--- src/rtl/core/trilinear_interpolator_assert.svh ---
// Assertion macros used by the trilinear interpolator RTL.
// Depends on nothing; the checks vanish when SYNTHESIS is defined.
`ifndef TRILINEAR_INTERPOLATOR_ASSERT_SVH
`define TRILINEAR_INTERPOLATOR_ASSERT_SVH
`ifndef SYNTHESIS
`define TI_ASSERT(label, clk, rst_n, prop) \
	label: assert property (@(posedge clk) disable iff (!rst_n) prop) \
		else $error("trilinear interpolator check failed");
`define TI_ASSERT_NEXT(label, clk, rst_n, ante, cons) \
	label: assert property (@(posedge clk) disable iff (!rst_n) (ante) |=> (cons)) \
		else $error("trilinear interpolator sequence check failed");
`else
`define TI_ASSERT(label, clk, rst_n, prop)
`define TI_ASSERT_NEXT(label, clk, rst_n, ante, cons)
`endif
`endif

--- src/rtl/core/ti_pkg.sv ---
// Shared types, widths and helpers of the trilinear interpolator.
// Used by ti_ctrl, ti_dp and trilinear_interpolator; depends on nothing.
`default_nettype none
package ti_pkg;
	localparam int LIMB_W = 32;
	localparam int LIMBS  = 4;
	localparam int PROD_W = LIMB_W * LIMBS;
	localparam int VOL_W  = 96;
	localparam int ACC_W  = 131;
	localparam int BIT_W  = 8;

	typedef struct packed {
		logic [4:0]  pad;
		logic [31:0] z_point;
		logic [31:0] z_high;
		logic [31:0] z_low;
		logic [31:0] y_point;
		logic [31:0] y_high;
		logic [31:0] y_low;
		logic [31:0] x_point;
		logic [31:0] x_high;
		logic [31:0] x_low;
		logic [31:0] corner_value;
		logic [2:0]  corner_index;
	} in_t;

	typedef enum logic [2:0] {MS_VY, MS_VZ, MS_M2, MS_M3, MS_MV} msel_t;

	typedef enum logic [3:0] {
		OP_NONE, OP_CAPTURE, OP_VOL_INIT, OP_MUL, OP_VOL_SAVE,
		OP_TERM_INIT, OP_ACC, OP_DIV_INIT, OP_DIV, OP_OUT
	} op_t;

	typedef struct packed {
		op_t        op;
		logic       wr_corner;
		msel_t      msel;
		logic [1:0] limb;
		logic [2:0] corner;
	} cmd_t;

	typedef struct packed {
		logic degen;
	} status_t;

	typedef struct packed {
		logic        neg;
		logic [31:0] mag;
	} span_t;

	function automatic span_t span(input logic [31:0] hi, input logic [31:0] lo);
		logic [32:0] d;
		logic [32:0] n;
		span_t s;
		d = {hi[31], hi} - {lo[31], lo};
		n = 33'd0 - d;
		s.neg = d[32];
		s.mag = d[32] ? n[31:0] : d[31:0];
		return s;
	endfunction
endpackage
`default_nettype wire

--- src/rtl/core/ti_ctrl.sv ---
// Sequencer of the trilinear interpolator: handshakes and datapath commands.
// Depends on ti_pkg and trilinear_interpolator_assert.svh.
`default_nettype none
`include "trilinear_interpolator_assert.svh"
module ti_ctrl (
	input  wire logic            clk,
	input  wire logic            arst_n,
	input  wire logic            in_valid,
	input  wire logic            in_cmd,
	output logic                 in_ready,
	output logic                 out_valid,
	input  wire logic            out_ready,
	output ti_pkg::cmd_t         cmd,
	input  wire ti_pkg::status_t status
);
	typedef enum logic [3:0] {
		S_IDLE, S_VOL, S_VMUL, S_VSAVE, S_TINIT, S_TMUL, S_TACC, S_DINIT, S_DIV, S_OUT
	} state_t;

	state_t state_q;
	logic [1:0] limb_q, step_q;
	logic [2:0] corner_q;
	logic [ti_pkg::BIT_W-1:0] bit_q;
	logic out_valid_q;
	logic out_free;

	assign in_ready = (state_q == S_IDLE);
	assign out_valid = out_valid_q;
	assign out_free = !out_valid_q || out_ready;

	always_comb begin
		cmd = '0;
		cmd.op = ti_pkg::OP_NONE;
		cmd.msel = ti_pkg::MS_VY;
		cmd.limb = limb_q;
		cmd.corner = corner_q;
		unique case (state_q)
			S_IDLE: begin
				if (in_valid) begin
					cmd.op = ti_pkg::OP_CAPTURE;
					cmd.wr_corner = !in_cmd;
				end
			end
			S_VOL:   cmd.op = status.degen ? ti_pkg::OP_NONE : ti_pkg::OP_VOL_INIT;
			S_VMUL: begin
				cmd.op = ti_pkg::OP_MUL;
				cmd.msel = (step_q == 2'd0) ? ti_pkg::MS_VY : ti_pkg::MS_VZ;
			end
			S_VSAVE: cmd.op = ti_pkg::OP_VOL_SAVE;
			S_TINIT: cmd.op = ti_pkg::OP_TERM_INIT;
			S_TMUL: begin
				cmd.op = ti_pkg::OP_MUL;
				unique case (step_q)
					2'd0:    cmd.msel = ti_pkg::MS_M2;
					2'd1:    cmd.msel = ti_pkg::MS_M3;
					default: cmd.msel = ti_pkg::MS_MV;
				endcase
			end
			S_TACC:  cmd.op = ti_pkg::OP_ACC;
			S_DINIT: cmd.op = ti_pkg::OP_DIV_INIT;
			S_DIV:   cmd.op = ti_pkg::OP_DIV;
			S_OUT:   cmd.op = out_free ? ti_pkg::OP_OUT : ti_pkg::OP_NONE;
			default: cmd.op = ti_pkg::OP_NONE;
		endcase
	end

	always_ff @(posedge clk or negedge arst_n) begin
		if (!arst_n) begin
			state_q <= S_IDLE;
			limb_q <= '0;
			step_q <= '0;
			corner_q <= '0;
			bit_q <= '0;
			out_valid_q <= 1'b0;
		end else begin
			if (out_valid_q && out_ready && (state_q != S_OUT)) begin
				out_valid_q <= 1'b0;
			end
			unique case (state_q)
				S_IDLE: begin
					if (in_valid && in_cmd) begin
						state_q <= S_VOL;
					end
				end
				S_VOL: begin
					limb_q <= '0;
					step_q <= '0;
					state_q <= status.degen ? S_OUT : S_VMUL;
				end
				S_VMUL: begin
					limb_q <= limb_q + 2'd1;
					if (limb_q == 2'(ti_pkg::LIMBS - 1)) begin
						step_q <= step_q + 2'd1;
						if (step_q == 2'd1) begin
							state_q <= S_VSAVE;
						end
					end
				end
				S_VSAVE: begin
					corner_q <= '0;
					state_q <= S_TINIT;
				end
				S_TINIT: begin
					limb_q <= '0;
					step_q <= '0;
					state_q <= S_TMUL;
				end
				S_TMUL: begin
					limb_q <= limb_q + 2'd1;
					if (limb_q == 2'(ti_pkg::LIMBS - 1)) begin
						step_q <= step_q + 2'd1;
						if (step_q == 2'd2) begin
							state_q <= S_TACC;
						end
					end
				end
				S_TACC: begin
					corner_q <= corner_q + 3'd1;
					state_q <= (corner_q == 3'd7) ? S_DINIT : S_TINIT;
				end
				S_DINIT: begin
					bit_q <= '0;
					state_q <= S_DIV;
				end
				S_DIV: begin
					bit_q <= bit_q + 1'b1;
					if (bit_q == ti_pkg::BIT_W'(ti_pkg::ACC_W - 1)) begin
						state_q <= S_OUT;
					end
				end
				S_OUT: begin
					if (out_free) begin
						out_valid_q <= 1'b1;
						state_q <= S_IDLE;
					end
				end
				default: state_q <= S_IDLE;
			endcase
		end
	end

	`TI_ASSERT_NEXT(a_compute_starts, clk, arst_n, in_valid && in_ready && in_cmd, state_q == S_VOL)
	`TI_ASSERT(a_out_slot_free, clk, arst_n, (cmd.op == ti_pkg::OP_OUT) |-> out_free)
	`TI_ASSERT(a_div_count, clk, arst_n, (state_q == S_DIV) |-> (bit_q < ti_pkg::BIT_W'(ti_pkg::ACC_W)))
endmodule
`default_nettype wire

--- config.mk ---
export PLATFORM = sky130hd
export DESIGN_NAME = ti_ctrl
export DESIGN_NICKNAME = d
export VERILOG_FILES = /design/src/rtl/core/ti_pkg.sv /design/src/rtl/core/ti_ctrl.sv
export VERILOG_INCLUDE_DIRS = /design/src /design/src/rtl/core
export SDC_FILE = /design/constraint.sdc
export NUM_CORES = 1
export LEC_CHECK = 0
export BUFFER_PORTS_ARGS = -buffer_cell sky130_fd_sc_hd__buf_2
export CORE_MARGIN = 5
export CORE_UTILIZATION = 40
export CTS_BUF_LIST = sky130_fd_sc_hd__clkbuf_8
export CTS_CLUSTER_DIAMETER = 80
export DETAILED_ROUTE_END_ITERATION = 7
export RECOVER_POWER = 25
export REMOVE_ABC_BUFFERS = 1
export SYNTH_ARGS = -nofsm -noshare
export SYNTH_HDL_FRONTEND = slang
export SYNTH_SLANG_ARGS = --single-unit
--- constraint.sdc ---
create_clock -name clk -period 1.7 [get_ports clk]
set_input_delay 0.34 -clock clk [delete_from_list [all_inputs] [get_ports clk]]
set_output_delay 0.34 -clock clk [all_outputs]
set_load 0.03 [all_outputs]
-- Yosys cells after proc, flatten, opt, wreduce, memory -nomap -nowiden
Cells that the tools add are included.
- memory bits (read-only): 0
- memories: 0
- input bits: 6
- latch bits: 0
- RAM bits: 0
- word-level logic and storage cells: 74
- register bits after elaboration: 20
- reduce and logical (&&, ||, !) cells: 15
- magnitude comparators: 0
- div/mod/pow operators: 0
- $mul: 0
- bitwise gates (word level): 0
- eq/ne operators: 23
- shifts and indexed selects: 0
- multiplexer cells: 26
- add/sub/neg operators: 4
- operators by type and width (kind ; number):
    $pmux W4 S10 ; 1
    $mux W4 ; 9
    $pmux W4 S9 ; 1
    $pmux W3 S2 ; 3
    $eq A4 B3 Y1 const B ; 4
    $pmux W8 S2 ; 1
    $ne A2 B2 Y1 const B ; 6
    $add A8 B1 Y8 const B ; 1
    $eq A4 B2 Y1 const B ; 2
    $eq A4 B4 Y1 const B ; 2
    $eq A8 B8 Y1 const B ; 1
    $mux W2 ; 4
    $pmux W2 S2 ; 2
    $reduce_and A7 Y1 ; 1
    $reduce_bool A2 Y1 ; 3
    $mux W1 ; 5
    $add A2 B1 Y2 const B ; 2
    $eq A2 B2 Y1 const B ; 2
    $eq A4 B1 Y1 const B ; 1
    $logic_not A4 Y1 ; 1
    $ne A2 B1 Y1 const B ; 2
    $ne A4 B4 Y1 const B ; 1
    $reduce_or A2 Y1 ; 2
    $add A3 B1 Y3 const B ; 1
    other kinds (7) ; 10

-- Logic depth before layout (Yosys ltp)
Gate-level depths: netlist of run 1.
- word-level depth: 5
- mapped depth: 6

-- Least setup slack after synthesis of run 1
Ideal clock, no wire load.
- path type: reg-to-output
- start: register state_q[1]
- end: output cmd[8] (netlist bit)
- arrival time: 2.164 ns
- path buffers: 1
- required time: 1.360 ns
- path slack: -0.804 ns
- stages on the path, launching flop included: 4
- cells stage by stage: dfrtp_1 > clkbuf_1 > nor4_1 > and3b_1
- RTL lines (what ; RTL line ; text):
    start: declaration ; ti_ctrl.sv:20 ; state_t state_q;
    start signal: assignment ; ti_ctrl.sv:88 ; state_q <= status.degen ? S_OUT : S_VMUL;
    start signal: assignment ; ti_ctrl.sv:119 ; state_q <= (corner_q == 3'd7) ? S_DINIT : S_TINIT;
    end: declaration ; ti_ctrl.sv:13 ; output ti_pkg::cmd_t cmd,

==> results of run 1 <==
state kept, by name, summed over array words and instances (netlist names):
| name | cells |
|---|---|
| bit_q | 8 |
| state_q | 4 |
| corner_q | 3 |
| limb_q | 2 |
| step_q | 2 |
| out_valid | 1 |
worst max-delay path: cells and delay by family (launching register included):
kind | cells | cell delay (ps)
AOI/OAI and AO/OA | 2 | 250
and+or+nand+nor | 2 | 490
DFF | 1 | 430
buffers and inverters | 1 | 190
repair_timing:
| action | in CTS | in global routing |
|---|---|---|
| buffers inserted | 15 | 2 |
| gates resized for setup | 47 | 14 |
| pin swaps | 13 | 7 |
| cloned | 0 | 0 |
| endpoints found under the setup margin | 9 | 22 |
worst paths after layout:
path | start | endpoint | slack [ps] | cells after the start
worst max-delay path | state_q[1] | cmd[9] | -250 | 5
worst min-delay path | arst_n | corner_q[0] | 300 | 1
worst max register to register | state_q[0] | bit_q[7] | 30 | 5
worst min register to register | bit_q[7] | bit_q[7] | 480 | 1
max in group asynchronous | arst_n | step_q[0] | 620 | 1
min in group clk | out_ready | out_valid | 420 | 3
cells by family (layout without fill, tap and decap cells):
| family | Yosys count | in the layout | share of synthesized area (%) |
|---|---|---|---|
| buffers and inverters | 17 | 66 | 5.010 |
| AO/OA/AOI/OAI | 47 | 47 | 21.02 |
| multiplexers | 5 | 5 | 3.578 |
| AND/OR/NAND/NOR | 74 | 74 | 26.84 |
| flip-flops | 20 | 20 | 35.78 |
| XOR/XNOR | 1 | 1 | 0.6262 |
| adder cells (fa/ha/maj) | 8 | 8 | 7.156 |
final cells by class:
| cell class | count | area, sq um |
|---|---|---|
| clock buffer | 3 | 41.29 |
| inverter | 7 | 26.28 |
| multi-input combinational | 135 | 969.7 |
| tap | 46 | 57.56 |
| timing repair buffer | 56 | 436.7 |
| sequential | 20 | 501.7 |
| fill | 321 | 1330 |
report_power, final:
| group | switching [W] | internal (W) | total [W] |
|---|---|---|---|
| Clock | 0.000158 | 0.000158 | 0.000316 |
| Sequential | 0.000148 | 0.000618 | 0.000766 |
| Combinational | 0.00132 | 0.00111 | 0.00243 |
cells in the final DEF, fill, tap and decap left out, types with 2 or more instances in the layout:
cell	count
sky130_fd_sc_hd__ha_1	6
sky130_fd_sc_hd__mux2i_1	5
sky130_fd_sc_hd__nand2b_1	3
sky130_fd_sc_hd__a31oi_1	5
sky130_fd_sc_hd__o21ai_0	9
sky130_fd_sc_hd__buf_6	10
sky130_fd_sc_hd__nand2b_4	3
sky130_fd_sc_hd__a21oi_2	2
sky130_fd_sc_hd__nor3_1	4
sky130_fd_sc_hd__or4b_4	2
sky130_fd_sc_hd__inv_1	4
sky130_fd_sc_hd__buf_2	10
sky130_fd_sc_hd__nor3_2	2
sky130_fd_sc_hd__dfrtp_1	19
sky130_fd_sc_hd__nor2_1	14
sky130_fd_sc_hd__a21oi_1	11
sky130_fd_sc_hd__inv_2	3
sky130_fd_sc_hd__o21ai_2	3
sky130_fd_sc_hd__nand2_1	21
sky130_fd_sc_hd__clkbuf_8	3
sky130_fd_sc_hd__a22o_1	2
sky130_fd_sc_hd__ha_4	2
sky130_fd_sc_hd__nor2_2	2
sky130_fd_sc_hd__nor2b_1	5
sky130_fd_sc_hd__a221o_1	3
sky130_fd_sc_hd__nand3_1	4
sky130_fd_sc_hd__nor4_1	2
sky130_fd_sc_hd__buf_4	34
sky130_fd_sc_hd__nand2_2	2
sky130_fd_sc_hd__o21ai_1	3
metrics by stage:
stage	worst slack, ps	utilization [%]	TNS, ps	instance area, sq um
2_1_floorplan	-870.1	-	-4761	1355
3_3_place_gp	-38.03	49.22	-38.03	1655
3_5_place_dp	-76.58	49.22	-135.4	1655
4_1_cts	-141.3	58.71	-594.4	1974
5_1_grt	-287.1	60.45	-1524	2033
6_report	-250.0	60.45	-937.5	2033
layer usage:
| metal | GRT usage (%) | up-vias | wire length (microns) |
|---|---|---|---|
| met2 | 33.05 | 51 | 2336 |
| met5 | 0 | - | 0 |
| met1 | 19.68 | 728 | 1709 |
| met3 | 2.471 | 15 | 158 |
| met4 | 5.857 | 0 | 123 |
| li1 | - | 718 | - |
==> impl_metrics.xml, run 1 <==
<?xml version="1.0" encoding="UTF-8"?>
<metrics>
  <group name="floorplan">
    <metric name="pin_count" unit="">21</metric>
    <metric name="die_w" unit="microns">69.14</metric>
    <metric name="initial_core_util" unit="%">41.59</metric>
    <metric name="fp.dieH" unit="microns">69.14</metric>
    <metric name="fp.dieArea" unit="sq mm">0.004780</metric>
    <metric name="rows" unit="">21</metric>
    <metric name="floorplan.core_area" unit="sq mm">0.003363</metric>
  </group>
  <group name="power">
    <metric name="totalPowerFinal" unit="W">0.003510</metric>
    <metric name="power_density" unit="mW/mm^2">1726</metric>
    <metric name="power.static_leakage" unit="nW">0.9351</metric>
    <metric name="irDropWorstVdd" unit="V">0.0008456</metric>
  </group>
  <group name="grt">
    <metric name="globalRoute.totalOverflow" unit="">0</metric>
    <metric name="grt_max_degree" unit="">21</metric>
    <metric name="grt_pass1_vias" unit="">1491</metric>
    <metric name="antenna_found_initial" unit="">0</metric>
    <metric name="grt_pass1_wl" unit="mm">6.831</metric>
    <metric name="gr-usage-all-layers" unit="%">17.45</metric>
  </group>
  <group name="timing">
    <metric name="fmax" unit="MHz">512.8</metric>
    <metric name="finalWorstPathRequiredPeriod" unit="ps">1950</metric>
    <metric name="slew_viol_final" unit="">0</metric>
    <metric name="worst_hold_slack" unit="ps">300.5</metric>
    <metric name="finalSetupViolations" unit="">8</metric>
    <metric name="endpoints_failing_hold" unit="">0</metric>
    <metric name="period_share" unit="%">114.7</metric>
    <metric name="rsz0062_at_grt" unit="">yes</metric>
    <metric name="setup_slack" unit="ps">-250.0</metric>
    <metric name="slew_headroom" unit="%">21.65</metric>
    <metric name="timing_worst_slew_pin_value" unit="ps">1175</metric>
    <metric name="fin_skew" unit="ps">1.480</metric>
  </group>
  <group name="synthesis">
    <metric name="synth.distinct_cells" unit="">38</metric>
    <metric name="syn-cell-area" unit="sq mm">0.001399</metric>
    <metric name="ys_dominant_reg_cell" unit="">sky130_fd_sc_hd__dfrtp_1</metric>
    <metric name="ys_top_cells_by_area" unit="">sky130_fd_sc_hd__dfrtp_1, sky130_fd_sc_hd__ha_1, sky130_fd_sc_hd__nand2_1</metric>
    <metric name="synthDominantAreaCellType" unit="">sky130_fd_sc_hd__dfrtp_1</metric>
    <metric name="synthMostInstantiatedCell" unit="">sky130_fd_sc_hd__nand2_1</metric>
    <metric name="syn-instance-count" unit="">172</metric>
    <metric name="ys_seq_elements" unit="">20</metric>
    <metric name="yosys_warnings" unit="">0</metric>
    <metric name="synth_edf_count" unit="">0</metric>
    <metric name="synthesis.area_per_instance" unit="sq um">8.133</metric>
    <metric name="synth.cells.most_frequent" unit="">sky130_fd_sc_hd__nand2_1, sky130_fd_sc_hd__dfrtp_1, sky130_fd_sc_hd__nor2_1</metric>
    <metric name="synthArstFlopShare" unit="%">100.0</metric>
    <metric name="seq_area_frac_synth" unit="%">35.78</metric>
    <metric name="synth_top_area_share" unit="%">35.78</metric>
  </group>
  <group name="worst_setup_path">
    <metric name="crit_path_cell_trace" unit="">or3b_4, o21ai_2, nand2_1, o21ai_1, buf_4</metric>
    <metric name="timing.critical_path.arrival" unit="ps">1610</metric>
    <metric name="cp_max_fo" unit="">3</metric>
    <metric name="worst_path_largest_cell_delay" unit="ps">430</metric>
    <metric name="start_kind" unit="">flip-flop</metric>
    <metric name="timing_worst_setup_path_type" unit="">reg2out</metric>
    <metric name="slowest_stage" unit="">sky130_fd_sc_hd__dfrtp_1</metric>
    <metric name="cp_data_required_time" unit="ps">1360</metric>
    <metric name="timing.critical_path.to_type" unit="">output pin</metric>
  </group>
  <group name="routing">
    <metric name="post_drt_wl_per_cell" unit="microns">16.21</metric>
    <metric name="ant_nets" unit="">0</metric>
    <metric name="dr.first_iter.drc_count" unit="">93</metric>
    <metric name="total_number_of_vias" unit="">1512</metric>
    <metric name="detail_route.wirelength" unit="mm">4.328</metric>
    <metric name="drt_pass1_iterations" unit="">4</metric>
    <metric name="drt-vias-per-instance" unit="">5.663</metric>
    <metric name="drc" unit="">0</metric>
  </group>
  <group name="clock_tree">
    <metric name="cts_hold_buf" unit="">0</metric>
    <metric name="cts_root_buf" unit="">sky130_fd_sc_hd__clkbuf_8</metric>
    <metric name="sinks_on_the_clock_net" unit="">20</metric>
    <metric name="tritoncts" unit="">done</metric>
    <metric name="clk_transition_reported_paths" unit="ps">80</metric>
    <metric name="max-clock-path-buffers" unit="">2</metric>
    <metric name="cts-buffers-inserted" unit="">3</metric>
    <metric name="cts-htree-levels" unit="">1</metric>
    <metric name="clkLatencyLatePin" unit="ps">250</metric>
  </group>
  <group name="placed_design">
    <metric name="gp_congestion" unit="">0.8841</metric>
    <metric name="place.port_buffers" unit="">20</metric>
    <metric name="detailedPlacementHpwl" unit="mm">2.670</metric>
    <metric name="placed_cells_incl_taps" unit="">247</metric>
  </group>
  <group name="layout">
    <metric name="layout_stage_area_growth_over_the_synthesis_result" unit="%">45.35</metric>
    <metric name="nNetsFinal" unit="">237</metric>
    <metric name="antenna_cells_inserted" unit="">0</metric>
    <metric name="fin_cells" unit="">267</metric>
    <metric name="layout-drive-gt1-share" unit="%">40.27</metric>
  </group>
  <group name="run_status">
    <metric name="failed_checks" unit="">negative setup slack</metric>
    <metric name="run_status" unit="">finished, violations left</metric>
  </group>
  <group name="hold_path">
    <metric name="min_path_type" unit="">in2async</metric>
  </group>
  <group name="flow_run">
    <metric name="timing.max_cap.violations" unit="">0</metric>
  </group>
</metrics>
Power figures use the tool's default switching activity.
==> run 2: changes to the inputs <==
--- a/config.mk
+++ b/config.mk
@@ -7,11 +7,13 @@
 export NUM_CORES = 1
 export LEC_CHECK = 0
 export BUFFER_PORTS_ARGS = -buffer_cell sky130_fd_sc_hd__buf_2
+export CORE_ASPECT_RATIO = 1.4
 export CORE_MARGIN = 5
 export CORE_UTILIZATION = 40
 export CTS_BUF_LIST = sky130_fd_sc_hd__clkbuf_8
 export CTS_CLUSTER_DIAMETER = 80
 export DETAILED_ROUTE_END_ITERATION = 7
+export MAX_ROUTING_LAYER = met4
 export RECOVER_POWER = 25
 export REMOVE_ABC_BUFFERS = 1
 export SYNTH_ARGS = -nofsm -noshare
==> run 2 against run 1 <==
Effect of this change: power shrank 5.5%; utilization shrank 3.5 points; register-to-register slack lost 40 ps; critical path depth is the same; critical path type unchanged; the run still ends with negative setup slack left; flip-flop and latch count is the same; highest routed layer unchanged.
==> impl_metrics.xml, run 2 (same netlist as run 1, synthesis figures left out) <==
<?xml version="1.0" encoding="UTF-8"?>
<metrics>
  <group name="routing">
    <metric name="drc" unit="">0</metric>
    <metric name="drt-vias-per-instance" unit="">5.602</metric>
    <metric name="ant_nets" unit="">0</metric>
    <metric name="post_drt_wl_per_cell" unit="microns">14.86</metric>
    <metric name="total_number_of_vias" unit="">1434</metric>
    <metric name="drt_pass1_iterations" unit="">4</metric>
    <metric name="detail_route.wirelength" unit="mm">3.805</metric>
    <metric name="dr.first_iter.drc_count" unit="">45</metric>
  </group>
  <group name="grt">
    <metric name="gr-usage-all-layers" unit="%">17.66</metric>
    <metric name="antenna_found_initial" unit="">0</metric>
    <metric name="globalRoute.totalOverflow" unit="">0</metric>
    <metric name="grt_max_degree" unit="">29</metric>
    <metric name="grt_pass1_vias" unit="">1471</metric>
    <metric name="grt_pass1_wl" unit="mm">6.348</metric>
  </group>
  <group name="clock_tree">
    <metric name="clk_transition_reported_paths" unit="ps">70</metric>
    <metric name="sinks_on_the_clock_net" unit="">20</metric>
    <metric name="tritoncts" unit="">done</metric>
    <metric name="cts-htree-levels" unit="">1</metric>
    <metric name="clkLatencyLatePin" unit="ps">250</metric>
    <metric name="cts_root_buf" unit="">sky130_fd_sc_hd__clkbuf_8</metric>
    <metric name="max-clock-path-buffers" unit="">2</metric>
    <metric name="cts-buffers-inserted" unit="">3</metric>
  </group>
  <group name="timing">
    <metric name="rsz0062_at_grt" unit="">yes</metric>
    <metric name="fmax" unit="MHz">537.2</metric>
    <metric name="finalWorstPathRequiredPeriod" unit="ps">1862</metric>
    <metric name="setup_slack" unit="ps">-161.5</metric>
    <metric name="period_share" unit="%">109.5</metric>
    <metric name="finalSetupViolations" unit="">10</metric>
    <metric name="fin_skew" unit="ps">1.717</metric>
    <metric name="slew_headroom" unit="%">24.86</metric>
    <metric name="endpoints_failing_hold" unit="">0</metric>
    <metric name="slew_viol_final" unit="">0</metric>
    <metric name="timing_worst_slew_pin_value" unit="ps">1127</metric>
  </group>
  <group name="layout">
    <metric name="layout-drive-gt1-share" unit="%">33.80</metric>
    <metric name="fillerInstances" unit="">311</metric>
    <metric name="nNetsFinal" unit="">231</metric>
    <metric name="regMostFlops" unit="">bit_q</metric>
    <metric name="antenna_cells_inserted" unit="">0</metric>
    <metric name="flip_flop_count_of_the_largest_register_after_layout" unit="">8</metric>
    <metric name="layout.cells.most_common" unit="">sky130_fd_sc_hd__buf_4</metric>
    <metric name="layout_stage_area_growth_over_the_synthesis_result" unit="%">37.57</metric>
    <metric name="mostFrequentLayoutCells" unit="">sky130_fd_sc_hd__buf_4, sky130_fd_sc_hd__nand2_1, sky130_fd_sc_hd__dfrtp_1</metric>
    <metric name="largest_registers" unit="">bit_q (8), state_q (4), corner_q (3)</metric>
  </group>
  <group name="placed_design">
    <metric name="pre_cts_ws" unit="ps">-49.00</metric>
    <metric name="place.port_buffers" unit="">20</metric>
    <metric name="detailedPlacementHpwl" unit="mm">2.785</metric>
    <metric name="gp_congestion" unit="">0.8984</metric>
  </group>
  <group name="run_status">
    <metric name="failed_checks" unit="">negative setup slack</metric>
    <metric name="run_status" unit="">finished, violations left</metric>
  </group>
  <group name="worst_setup_path">
    <metric name="timing.critical_path.arrival" unit="ps">1520</metric>
    <metric name="timing.critical_path.from" unit="">state_q[1]</metric>
    <metric name="cp_data_required_time" unit="ps">1360</metric>
    <metric name="timing_worst_setup_path_type" unit="">reg2out</metric>
    <metric name="start_kind" unit="">flip-flop</metric>
    <metric name="cp_max_fo" unit="">4</metric>
    <metric name="reg2reg_from" unit="">state_q[1]</metric>
    <metric name="timing.critical_path.to_type" unit="">output pin</metric>
  </group>
  <group name="floorplan">
    <metric name="floorplan.core_area" unit="sq mm">0.003378</metric>
    <metric name="fp.dieArea" unit="sq mm">0.004797</metric>
    <metric name="fp.dieH" unit="microns">79.97</metric>
    <metric name="rows" unit="">25</metric>
    <metric name="die_w" unit="microns">59.98</metric>
    <metric name="initial_core_util" unit="%">41.41</metric>
    <metric name="pin_count" unit="">21</metric>
  </group>
  <group name="power">
    <metric name="power_density" unit="mW/mm^2">1724</metric>
    <metric name="irDropWorstVdd" unit="V">0.0009042</metric>
    <metric name="power.static_leakage" unit="nW">0.8949</metric>
    <metric name="totalPowerFinal" unit="W">0.003318</metric>
  </group>
  <group name="hold_path">
    <metric name="min_path_type" unit="">in2async</metric>
  </group>
  <group name="flow_run">
    <metric name="timing.max_cap.violations" unit="">0</metric>
  </group>
</metrics>
run 2: area by class of cell:
class	count	area (sq um)	area share, %
Multi-Input combinational cell	135	913.4	47.46
Clock buffer	4	55.05	2.861
Timing Repair Buffer	50	377.9	19.64
Sequential cell	20	501.7	26.07
Tap cell	40	50.05	2.601
Inverter	7	26.28	1.365
run 2: worst max-delay path, stage by stage, from the launching register on:
cell	delay (ps)
sky130_fd_sc_hd__dfrtp_2	450
sky130_fd_sc_hd__or3b_4	390
sky130_fd_sc_hd__o21ai_1	130
sky130_fd_sc_hd__nand2_1	60
sky130_fd_sc_hd__o21ai_1	70
sky130_fd_sc_hd__buf_4	180
run 2: through the flow:
| stage | cell area (sq um) | utilization, % | TNS, ps | std cells | hold slack, ps |
|---|---|---|---|---|---|
| 2_1_floorplan | 1355 | - | -4761 | 162 | 44.41 |
| 4_1_cts | 1896 | 56.11 | -795.9 | 254 | 43.16 |
| 3_3_place_gp | 1655 | 49.00 | -11.10 | 242 | 326.5 |
| 6_report | 1924 | 56.96 | -727.3 | 256 | 280.6 |
| 3_5_place_dp | 1655 | 49.00 | -49.00 | 242 | 324.9 |
| 5_1_grt | 1924 | 56.96 | -1728 | 256 | 382.8 |
run 2: timing repair:
item	in CTS	in global routing
gates resized for setup	35	5
hold buffers	0	0
pin swaps	6	2
setup endpoints to repair	10	19
setup buffers	8	2
run 2: power breakdown:
group | internal, W | switching [W]
Clock | 0.000206 | 0.000153
Combinational | 0.000983 | 0.00121
Sequential | 0.000619 | 0.000142
run 2: routing by layer:
metal | global-route usage [%] | share of wire [%] | vias up
li1 | - | - | 705
met3 | 2.589 | 3.1 | 9
met5 | - | 0 | -
met2 | 29.44 | 53 | 36
met1 | 19.86 | 41 | 684
met4 | 9.313 | 2.9 | 0
run 2: path summary, 6_finish.rpt:
path,to,slack (ps),depth (start not counted)
min in group clk,out_valid,440,3
hold reg to reg,bit_q[7],480,1
setup / recovery,cmd[9],-160,5
hold / removal,out_valid,280,1
max in group asynchronous,state_q[1],670,1
setup reg to reg,bit_q[7],-10,4
==> run 3: changes to the inputs <==
--- a/config.mk
+++ b/config.mk
@@ -8,12 +8,13 @@
 export LEC_CHECK = 0
 export BUFFER_PORTS_ARGS = -buffer_cell sky130_fd_sc_hd__buf_2
 export CORE_ASPECT_RATIO = 1.4
-export CORE_MARGIN = 5
+export CORE_MARGIN = 2
 export CORE_UTILIZATION = 40
 export CTS_BUF_LIST = sky130_fd_sc_hd__clkbuf_8
 export CTS_CLUSTER_DIAMETER = 80
 export DETAILED_ROUTE_END_ITERATION = 7
 export MAX_ROUTING_LAYER = met4
+export PLACE_DENSITY_LB_ADDON = 0.08
 export RECOVER_POWER = 25
 export REMOVE_ABC_BUFFERS = 1
 export SYNTH_ARGS = -nofsm -noshare
==> run 3 against run 2 <==
Effect of this change: the run still ends with negative setup slack left; routed wire length hardly changed; worst hold slack worse by 6.9 ps; critical path depth did not move; cell count down 0.78%; die area decreased by 17%; register-to-register slack got worse by 20 ps; clock-buffer cell count fell by 1; first-iteration DRC count is 22% higher.
==> impl_metrics.xml, run 3 (same netlist as run 1, synthesis figures left out) <==
<?xml version="1.0" encoding="UTF-8"?>
<metrics>
  <group name="power">
    <metric name="seqPwrFrac" unit="%">23.4</metric>
    <metric name="power_density" unit="mW/mm^2">1717</metric>
    <metric name="power.static_leakage" unit="nW">0.8856</metric>
    <metric name="irDropWorstVdd" unit="V">0.0009878</metric>
    <metric name="switch_pwr" unit="W">0.001538</metric>
    <metric name="fraction_of_power_consumed_by_the_clock_network" unit="%">9.8</metric>
    <metric name="internal_power" unit="W">0.001777</metric>
    <metric name="totalPowerFinal" unit="W">0.003315</metric>
    <metric name="pwr-share-comb" unit="%">66.8</metric>
    <metric name="swShare" unit="%">46.40</metric>
  </group>
  <group name="layout">
    <metric name="layout-drive-gt1-share" unit="%">34.58</metric>
    <metric name="flip_flop_count_of_the_largest_register_after_layout" unit="">8</metric>
    <metric name="layout.cells.most_common" unit="">sky130_fd_sc_hd__buf_4</metric>
    <metric name="mostFrequentLayoutCells" unit="">sky130_fd_sc_hd__buf_4, sky130_fd_sc_hd__nand2_1, sky130_fd_sc_hd__dfrtp_1</metric>
    <metric name="postLayoutCellArea" unit="sq mm">0.001931</metric>
    <metric name="regMostFlops" unit="">bit_q</metric>
    <metric name="antenna_cells_inserted" unit="">0</metric>
    <metric name="core_occupancy_in_the_finished_layout" unit="%">57.15</metric>
    <metric name="nNetsFinal" unit="">230</metric>
    <metric name="layout_stage_area_growth_over_the_synthesis_result" unit="%">38.01</metric>
    <metric name="largest_registers" unit="">bit_q (8), state_q (4), corner_q (3)</metric>
  </group>
  <group name="floorplan">
    <metric name="fp.dieH" unit="microns">73.97</metric>
    <metric name="fp.dieArea" unit="sq mm">0.003993</metric>
    <metric name="floorplan.core_area" unit="sq mm">0.003378</metric>
    <metric name="initial_core_util" unit="%">41.41</metric>
    <metric name="die_w" unit="microns">53.98</metric>
    <metric name="rows" unit="">25</metric>
    <metric name="pin_count" unit="">21</metric>
  </group>
  <group name="timing">
    <metric name="fin_skew" unit="ps">3.023</metric>
    <metric name="period_share" unit="%">110.4</metric>
    <metric name="slew_viol_final" unit="">0</metric>
    <metric name="finalSetupViolations" unit="">9</metric>
    <metric name="finalWorstPathRequiredPeriod" unit="ps">1877</metric>
    <metric name="slew_headroom" unit="%">24.39</metric>
    <metric name="endpoints_failing_hold" unit="">0</metric>
    <metric name="rsz0062_at_grt" unit="">yes</metric>
    <metric name="setup_slack" unit="ps">-177.3</metric>
    <metric name="finalSetupTns" unit="ps">-698.2</metric>
    <metric name="timing_worst_slew_pin_value" unit="ps">1134</metric>
    <metric name="fmax" unit="MHz">532.7</metric>
  </group>
  <group name="routing">
    <metric name="dr.first_iter.drc_count" unit="">55</metric>
    <metric name="post_drt_wl_per_cell" unit="microns">14.97</metric>
    <metric name="total_number_of_vias" unit="">1397</metric>
    <metric name="detail_route.wirelength" unit="mm">3.802</metric>
    <metric name="drt-vias-per-instance" unit="">5.500</metric>
    <metric name="drt_pass1_iterations" unit="">4</metric>
    <metric name="ant_nets" unit="">0</metric>
    <metric name="drc" unit="">0</metric>
  </group>
  <group name="grt">
    <metric name="antenna_found_initial" unit="">0</metric>
    <metric name="grt_pass1_vias" unit="">1299</metric>
    <metric name="grt_pass1_wl" unit="mm">5.851</metric>
    <metric name="gr-usage-all-layers" unit="%">20.50</metric>
    <metric name="globalRoute.totalOverflow" unit="">0</metric>
    <metric name="grt_max_degree" unit="">23</metric>
  </group>
  <group name="clock_tree">
    <metric name="sinks_on_the_clock_net" unit="">20</metric>
    <metric name="cts_root_buf" unit="">sky130_fd_sc_hd__clkbuf_8</metric>
    <metric name="cts-buffers-inserted" unit="">3</metric>
    <metric name="tritoncts" unit="">done</metric>
    <metric name="max-clock-path-buffers" unit="">2</metric>
    <metric name="clk_transition_reported_paths" unit="ps">80</metric>
    <metric name="cts-htree-levels" unit="">1</metric>
    <metric name="clkLatencyLatePin" unit="ps">260</metric>
  </group>
  <group name="worst_setup_path">
    <metric name="worst_path_largest_cell_delay" unit="ps">450</metric>
    <metric name="timing.critical_path.to_type" unit="">output pin</metric>
    <metric name="cp_data_required_time" unit="ps">1360</metric>
    <metric name="timing.critical_path.mode_cell" unit="">sky130_fd_sc_hd__o21ai_2</metric>
    <metric name="crit_path_cell_trace" unit="">or3b_4, o21ai_2, nand2_1, o21ai_2, buf_6</metric>
    <metric name="crit-reg2reg-capture" unit="">bit_q[7]</metric>
    <metric name="timing.critical_path.arrival" unit="ps">1540</metric>
    <metric name="ff2ff_setup_slack" unit="ps">-30</metric>
    <metric name="slowest_stage" unit="">sky130_fd_sc_hd__dfrtp_2</metric>
    <metric name="start_kind" unit="">flip-flop</metric>
    <metric name="timing_worst_setup_path_type" unit="">reg2out</metric>
    <metric name="cp_max_fo" unit="">4</metric>
    <metric name="r2r.worst_path.cells" unit="">4</metric>
    <metric name="reg2reg_from" unit="">state_q[0]</metric>
  </group>
  <group name="placed_design">
    <metric name="detailedPlacementHpwl" unit="mm">2.732</metric>
    <metric name="place.port_buffers" unit="">20</metric>
    <metric name="gp_congestion" unit="">0.8391</metric>
    <metric name="placedInstanceArea" unit="sq mm">0.001670</metric>
    <metric name="pre_cts_ws" unit="ps">-99.16</metric>
  </group>
  <group name="run_status">
    <metric name="failed_checks" unit="">negative setup slack</metric>
    <metric name="run_status" unit="">finished, violations left</metric>
  </group>
  <group name="flow_run">
    <metric name="timing.max_cap.violations" unit="">0</metric>
  </group>
  <group name="hold_path">
    <metric name="min_path_type" unit="">in2async</metric>
  </group>
</metrics>
run 3: power groups by stage:
stage / Clock, W / Sequential [W] / Combinational, W
3_5_place_dp: 0 / 0.000756 / 0.00183
3_3_place_gp: 0 / 0.000746 / 0.00179
5_1_grt: 0.000357 / 0.000800 / 0.00240
2_1_floorplan: 0 / 0.000990 / 0.000877
6_report: 0.000324 / 0.000776 / 0.00222
4_1_cts: 0.000329 / 0.000759 / 0.00207
run 3: worst max path at each step:
stage | cells past startpoint | startpoint | end
after floorplan | 2 | state_q[2] | cmd[8]
after global placement | 5 | state_q[1] | cmd[9]
after detailed placement | 5 | state_q[1] | cmd[9]
after CTS | 5 | state_q[2] | cmd[9]
after global routing | 5 | state_q[3] | cmd[8]
final | 5 | state_q[1] | cmd[9]
run 3: critical path, delay by kind of cell, from the launching register on:
family,cells,cell delay [ps]
AO/OA/AOI/OAI,2,200
flip-flops,1,450
AND/OR/NAND/NOR,2,480
buffers and inverters,1,150
run 3: final cells by class:
type,count,area (sq um)
fillers,306,1448
repair buffers,49,377.9
flip-flops and latches,20,504.2
well taps,40,50.05
inverters,7,28.78
multi-input cells,135,928.4
clock buffers,3,41.29
run 3: layer usage:
| metal | vias up | track usage [%] | part of all wire [%] |
|---|---|---|---|
| li1 | 705 | - | - |
| met1 | 669 | 22.80 | 41 |
| met2 | 18 | 36.86 | 56 |
| met3 | 5 | 3.213 | 2.2 |
| met4 | 0 | 5.833 | 0.97 |
| met5 | - | - | 0 |
run 3: stage by stage:
step	hold WS [ps]	instances
2_1_floorplan	44.41	162
3_3_place_gp	328.2	244
3_5_place_dp	328.1	244
4_1_cts	40.89	252
5_1_grt	389.9	254
6_report	273.6	254
run 3: what timing repair did:
| item | CTS | global route |
|---|---|---|
| resized for setup | 25 | 23 |
| buffers inserted | 5 | 2 |
| pin swaps | 3 | 2 |
| setup endpoints to repair | 9 | 20 |
| hold buffers | 0 | 0 |
